## src/rtl/cft_pkg.sv

```systemverilog
// Package for the CSV field tokenizer: request payload types, result kinds,
// parse modes and character constants. No dependencies.

package cft_pkg;

    localparam logic [7:0] CH_COMMA = 8'h2C;
    localparam logic [7:0] CH_QUOTE = 8'h22;
    localparam logic [7:0] CH_CR    = 8'h0D;
    localparam logic [7:0] CH_LF    = 8'h0A;

    typedef enum logic [1:0] {
        KIND_DATA   = 2'd0,
        KIND_CELL   = 2'd1,
        KIND_RECORD = 2'd2
    } t_kind;

    typedef enum logic [4:0] {
        MODE_START    = 5'b00001,
        MODE_CELL     = 5'b00010,
        MODE_QUOTE    = 5'b00100,
        MODE_ENDLINE  = 5'b01000,
        MODE_ENDQUOTE = 5'b10000
    } t_mode;

    typedef struct packed {
        logic [7:0] in_byte;
        logic       in_end;
    } t_in_item;

    typedef struct packed {
        t_kind      out_kind;
        logic [7:0] out_byte;
    } t_out_item;

endpackage

```

## src/rtl/csv_field_tokenizer_top.sv

```systemverilog
// CSV field tokenizer: input request register, parser and result register.
// Depends on cft_pkg and cft_parser.
//
// Usage: each input request carries one text byte or an end-of-input mark.
// Each request gives zero or one result: a content byte (kind data), an end
// of cell, or an end of cell and record. Quoted fields, doubled quotes,
// blank-line collapsing and leading empty cells are handled in the parser.
// A request passes through the input register, the parse step and the result register, in that order.
// Throughput is one request per cycle, sustained while the receiver takes
// results; the single parse step between the two registers sets this rate.
// When the receiver stalls, the result register holds, the input register
// holds one more request, and o_in_ready falls. Requests that give no
// result pass through without occupying the result register.
// Reset (synchronous, active low) empties both registers and returns the
// parser to the start of a cell with no cell stored.

module csv_field_tokenizer_top
    import cft_pkg::*;
(
    input  logic      i_clk,
    input  logic      i_rst_n,
    input  logic      i_in_valid,
    output logic      o_in_ready,
    input  t_in_item  i_in_data,
    output logic      o_out_valid,
    input  logic      i_out_ready,
    output t_out_item o_out_data
);

    logic      r_in_vld;
    t_in_item  r_in;
    logic      r_out_vld;
    t_out_item r_out;

    logic      w_adv;
    logic      w_step;
    logic      w_res_vld;
    t_out_item w_res;

    assign w_adv      = !r_out_vld || i_out_ready;
    assign w_step     = r_in_vld && w_adv;
    assign o_in_ready = !r_in_vld || w_adv;

    cft_parser u_parser (
        .i_clk     (i_clk),
        .i_rst_n   (i_rst_n),
        .i_step    (w_step),
        .i_item    (r_in),
        .o_res_vld (w_res_vld),
        .o_res     (w_res)
    );

    always_ff @(posedge i_clk) begin
        if (!i_rst_n) begin
            r_in_vld <= 1'b0;
        end else if (i_in_valid && o_in_ready) begin
            r_in_vld <= 1'b1;
        end else if (w_adv) begin
            r_in_vld <= 1'b0;
        end
    end

    always_ff @(posedge i_clk) begin
        if (i_in_valid && o_in_ready) begin
            r_in <= i_in_data;
        end
    end

    always_ff @(posedge i_clk) begin
        if (!i_rst_n) begin
            r_out_vld <= 1'b0;
        end else if (w_adv) begin
            r_out_vld <= w_step && w_res_vld;
        end
    end

    always_ff @(posedge i_clk) begin
        if (w_step && w_res_vld) begin
            r_out <= w_res;
        end
    end

    assign o_out_valid = r_out_vld;
    assign o_out_data  = r_out;

    // A non-data result never carries a byte.
    a_close_zero: assert property (@(posedge i_clk) disable iff (!i_rst_n)
        (r_out_vld && (r_out.out_kind != KIND_DATA)) |-> (r_out.out_byte == 8'h00))
        else $error("close result carries a byte");

    // The parser steps only when the result register can take its output.
    a_step_room: assert property (@(posedge i_clk) disable iff (!i_rst_n)
        w_step |-> (!r_out_vld || i_out_ready))
        else $error("parser stepped into a full result register");

    // A stalled result keeps the pending request in the input register.
    a_stall_hold: assert property (@(posedge i_clk) disable iff (!i_rst_n)
        (r_in_vld && r_out_vld && !i_out_ready) |=> r_in_vld)
        else $error("pending request lost during a stall");

endmodule

```

## src/rtl/cft_parser.sv

```systemverilog
// Parse state of the CSV tokenizer and the one-step transition logic.
// Depends on cft_pkg.

module cft_parser
    import cft_pkg::*;
(
    input  logic      i_clk,
    input  logic      i_rst_n,
    input  logic      i_step,
    input  t_in_item  i_item,
    output logic      o_res_vld,
    output t_out_item o_res
);

    t_mode r_mode;
    t_mode n_mode;
    logic  r_seen;
    logic  n_seen;
    logic  r_has;
    logic  n_has;

    logic w_line;
    logic w_comma;
    logic w_quote;
    logic w_close_ok;

    assign w_line     = (i_item.in_byte == CH_CR) || (i_item.in_byte == CH_LF);
    assign w_comma    = (i_item.in_byte == CH_COMMA);
    assign w_quote    = (i_item.in_byte == CH_QUOTE);
    assign w_close_ok = r_seen || r_has;

    always_comb begin
        n_mode    = r_mode;
        n_seen    = r_seen;
        n_has     = r_has;
        o_res_vld = 1'b0;
        o_res     = '{out_kind: KIND_DATA, out_byte: 8'h00};
        if (i_item.in_end) begin
            if (r_has) begin
                o_res_vld      = 1'b1;
                o_res.out_kind = KIND_CELL;
                n_seen         = 1'b1;
            end
            n_has  = 1'b0;
            n_mode = MODE_START;
        end else begin
            case (r_mode)
                MODE_QUOTE: begin
                    if (w_quote) begin
                        n_mode = MODE_ENDQUOTE;
                    end else begin
                        o_res_vld      = 1'b1;
                        o_res.out_byte = i_item.in_byte;
                        n_has          = 1'b1;
                    end
                end
                default: begin
                    if (w_line) begin
                        if (r_mode != MODE_ENDLINE) begin
                            n_mode = MODE_ENDLINE;
                            n_has  = 1'b0;
                            if (w_close_ok) begin
                                o_res_vld      = 1'b1;
                                o_res.out_kind = KIND_RECORD;
                                n_seen         = 1'b1;
                            end
                        end
                    end else if (w_comma) begin
                        n_mode = (r_mode == MODE_ENDLINE) ? MODE_ENDLINE : MODE_START;
                        n_has  = 1'b0;
                        if (w_close_ok) begin
                            o_res_vld      = 1'b1;
                            o_res.out_kind = KIND_CELL;
                            n_seen         = 1'b1;
                        end
                    end else if (w_quote && (r_mode != MODE_CELL)) begin
                        n_mode = MODE_QUOTE;
                        if (r_mode == MODE_ENDQUOTE) begin
                            o_res_vld      = 1'b1;
                            o_res.out_byte = CH_QUOTE;
                            n_has          = 1'b1;
                        end
                    end else begin
                        n_mode         = MODE_CELL;
                        o_res_vld      = 1'b1;
                        o_res.out_byte = i_item.in_byte;
                        n_has          = 1'b1;
                    end
                end
            endcase
        end
    end

    always_ff @(posedge i_clk) begin
        if (!i_rst_n) begin
            r_mode <= MODE_START;
            r_seen <= 1'b0;
            r_has  <= 1'b0;
        end else if (i_step) begin
            r_mode <= n_mode;
            r_seen <= n_seen;
            r_has  <= n_has;
        end
    end

    // A cell that holds bytes is never in the start or after-record modes.
    a_has_mode: assert property (@(posedge i_clk) disable iff (!i_rst_n)
        r_has |-> (r_mode != MODE_START) && (r_mode != MODE_ENDLINE))
        else $error("cell holds bytes in a mode between cells");

    // A close result marks that a cell has been stored.
    a_close_seen: assert property (@(posedge i_clk) disable iff (!i_rst_n)
        (i_step && o_res_vld && (o_res.out_kind != KIND_DATA)) |=> r_seen)
        else $error("close result did not set the stored-cell flag");

    // A data result always leaves the cell non-empty.
    a_data_has: assert property (@(posedge i_clk) disable iff (!i_rst_n)
        (i_step && o_res_vld && (o_res.out_kind == KIND_DATA)) |=> r_has)
        else $error("data result left the cell empty");

    // Once a cell is stored the flag never clears before reset.
    a_seen_kept: assert property (@(posedge i_clk) disable iff (!i_rst_n)
        r_seen |=> r_seen)
        else $error("stored-cell flag cleared");

endmodule
```

## config.mk

```make
export PLATFORM = sky130hd
export DESIGN_NAME = csv_field_tokenizer_top
export DESIGN_NICKNAME = d
export VERILOG_FILES = /design/src/rtl/cft_pkg.sv /design/src/rtl/csv_field_tokenizer_top.sv /design/src/rtl/cft_parser.sv
export SDC_FILE = /design/constraint.sdc
export NUM_CORES = 1
export LEC_CHECK = 0
export ABC_AREA = 1
export BUFFER_PORTS_ARGS = -buffer_cell sky130_fd_sc_hd__buf_2
export CELL_PAD_IN_SITES_DETAIL_PLACEMENT = 2
export CELL_PAD_IN_SITES_GLOBAL_PLACEMENT = 2
export CORE_ASPECT_RATIO = 0.9
export CORE_MARGIN = 2
export CORE_UTILIZATION = 30
export CTS_CLUSTER_SIZE = 16
export DETAILED_ROUTE_END_ITERATION = 8
export PLACE_DENSITY = 0.77
export SKIP_CTS_REPAIR_TIMING = 1
export SLEW_MARGIN = 20
export SYNTH_ARGS = -nofsm -noshare
export SYNTH_HDL_FRONTEND = slang
export SYNTH_SLANG_ARGS = --single-unit
export TNS_END_PERCENT = 50
```

## constraint.sdc

```tcl
create_clock -name i_clk -period 1.9 [get_ports i_clk]
set_input_delay 0.38 -clock i_clk [delete_from_list [all_inputs] [get_ports i_clk]]
set_output_delay 0.38 -clock i_clk [all_outputs]
set_load 0.005 [all_outputs]
```

==> run summary <==
Status -> finished, final reports clean
Crit path DAT -> 1770 ps
Starting Density -> 31.7%
Critical path required time -> 1930 ps
Commonest non-fill, non-tap cell in the layout -> nand2_1
Final wirelength -> 3910 um
Post-synth top area cell -> edfxtp_1
Initial antenna violation count -> 0
Worst min path class -> in2reg
Final-report hold violation count -> 0
Clk slew on worst S/H paths -> 100 ps
Final core occ -> 38.1%
Layout cells sized above 1 -> 25.1%
Row count -> 23
DRC errors left -> 0
Final Max Tran Viols -> 0
Net Count, Synth -> 191
Worst-Margin Slew -> 336 ps
Syn avg cell area -> 8.09 sq um
Fin Clk Skew -> 6.06 ps
Mapped Cells -> 178
Pwr Density -> 770 nW/um^2
Setup TNS -> 0 ps
Synth top area share -> 39.6%
Final Wtd Congestion -> 0.872
Die height -> 69.7 um
CTS tree -> built
Top-level I/O count -> 25
Detail Route Antenna Nets -> 0
Slew headroom -> 77.6%
Max-capacitance violation count -> 0
Worst skew pair latency -> 280 ps
Area Growth Syn to Fin -> 20.2%
Setup CP Type -> reg2reg
Die ar. -> 5370 sq um
TritonCTS Buffers -> 3
CP max stage delay -> 390 ps
Minimum clock period -> 1740 ps
Top cells by area, synth -> edfxtp_1 40%, dfxtp_1 13%, nand2_1 10%
Syn Std Cell Area -> 1440 sq um
GRT Util Overall -> 15.7%
Yosys warnings -> 0
CP Launch Type -> flop
Antenna cells -> 0
H-tree depth -> 1
WL/cell -> 14.5 um
Core area -> 4550 sq um
Leakage power -> 0.000768 uW
Peak supply drop -> 0.317 mV
Nets -> 221
Fmax -> 574 MHz
Area of the multi-input gates -> 572 sq um
Vias in the first global route -> 1,398
Seq/Total Area, Yosys -> 52.1%
Crit end category -> flop
Unrepaired setup endpoints after global routing -> no
Clk sinks -> 28
Die width -> 77.0 um
Yosys reg bits -> 28
Period utilization -> 91.7%
Number of DRC markers in iteration 0 -> 40
Drt via density -> 4.52
Clock buffer depth -> 2
CP Cell Sequence -> inv_1, nand2_2, nor2_2, nor2_4, inv_2, nor2_1, nand2_1, nand2_2, clkinvlp_4
Register area -> 751 sq um
HPWL reported at the end of detailed placement -> 3250 um
Critical-path top delay cell -> dfxtp_1
Crit Path Max Fanout -> 5
Global-route wire length before repair -> 6710 um
Fill cell count -> 554
IO buf count -> 24
Library cells used by synthesis -> 20
Vias -> 1,215
Crit path top cell by count -> nand2_2
Largest net degree at the start of global routing -> 17
# setup viols final -> 0
Most frequent cells in the layout -> 39 x nand2_1, 32 x nor2_1, 27 x inv_1
DR pass1 iterations -> 4
Gr ovfl total -> 0
Root Driver -> clkbuf_8
[through the flow]
| stage | instances | total power [uW] | setup slack [ps] | instance area, sq um | hold WS, ps |
|---|---|---|---|---|---|
| finish | 269 | 1330 | 159 | 1730 | 265 |
| global route | 269 | 1400 | 15.7 | 1730 | 246 |
| CTS | 268 | 1350 | 8.67 | 1710 | 257 |
| detailed placement | 264 | 865 | 33.2 | 1640 | 474 |
| global placement | 264 | 854 | 98.1 | 1640 | 454 |
| floorplan | 178 | 806 | 343 | 1440 | 435 |
[report_power, final]
part / internal [uW] / switching, uW
Sequential: 683 / 20.8
Clock: 283 / 197
Combinational: 51.1 / 98.6
Total: 1020 / 316
[cell families after synthesis]
family	count (synthesis)	share of synthesized area [%]
buffers and inverters	33	8.86
and+or+nand+nor	110	35.9
DFF	28	52.1
AOI/OAI and AO/OA	7	3.13
[sequential cells by signal, indices dropped and copies added, names as in the netlist]
name             count
o_out_data          10
u_parser.r_has       1
r_in_vld             1
o_out_valid          1
u_parser.r_seen      1
u_parser.r_mode      5
r_in                 9
[layout make-up]
cell class / instances / area share [%]
Timing Repair inverter: 1 / 0.434
Tap cell: 62 / 4.48
Sequential cell: 28 / 43.4
Timing Repair Buffer: 25 / 7.38
Clock inverter: 1 / 1.74
Multi-Input combinational cell: 117 / 33.0
Inverter: 32 / 7.16
Clock buffer: 3 / 2.39
[per-layer routing]
layer,vias up,track usage [%],routed length (um)
li1,616,-,-
met1,576,20.6,1900
met2,18,26.8,1870
met3,5,2.34,97
met4,0,4.76,46
met5,-,0,0
[path summary, 6_finish.rpt]
path,startpoint,end,slack [ps],depth (start not counted)
max reg2reg,u_parser.r_mode[4]$_SDFFE_PN0P_,o_out_data[3]$_SDFFCE_PP0P_,160,9
min reg2reg,u_parser.r_seen$_SDFFE_PN0P_,u_parser.r_seen$_SDFFE_PN0P_,480,2
min,i_in_data[3],r_in[3]$_DFFE_PP_,260,1
max,u_parser.r_mode[4]$_SDFFE_PN0P_,o_out_data[3]$_SDFFCE_PP0P_,160,9
[synth_stat cells]
cell type   n
nand2_1    40
nor2_1     33
inv_1      29
edfxtp_1   19
nand3_1    16
dfxtp_1     9
nor3_1      5
nor2_4      4
a21oi_1     3
inv_2       3
nand2_2     3
nor2_2      3
nand2_4     2
nand3_2     2
nand4_1     2
a21oi_2     1
buf_4       1
o21a_1      1
o21ai_0     1
o32ai_1     1
[critical path: cells and delay by family (launching register included)]
family / cells / cell delay (ps)
buffers and inverters: 3 / 380
DFF: 1 / 390
and+or+nand+nor: 6 / 710
Note: power is estimated with default switching activity, not from simulation.
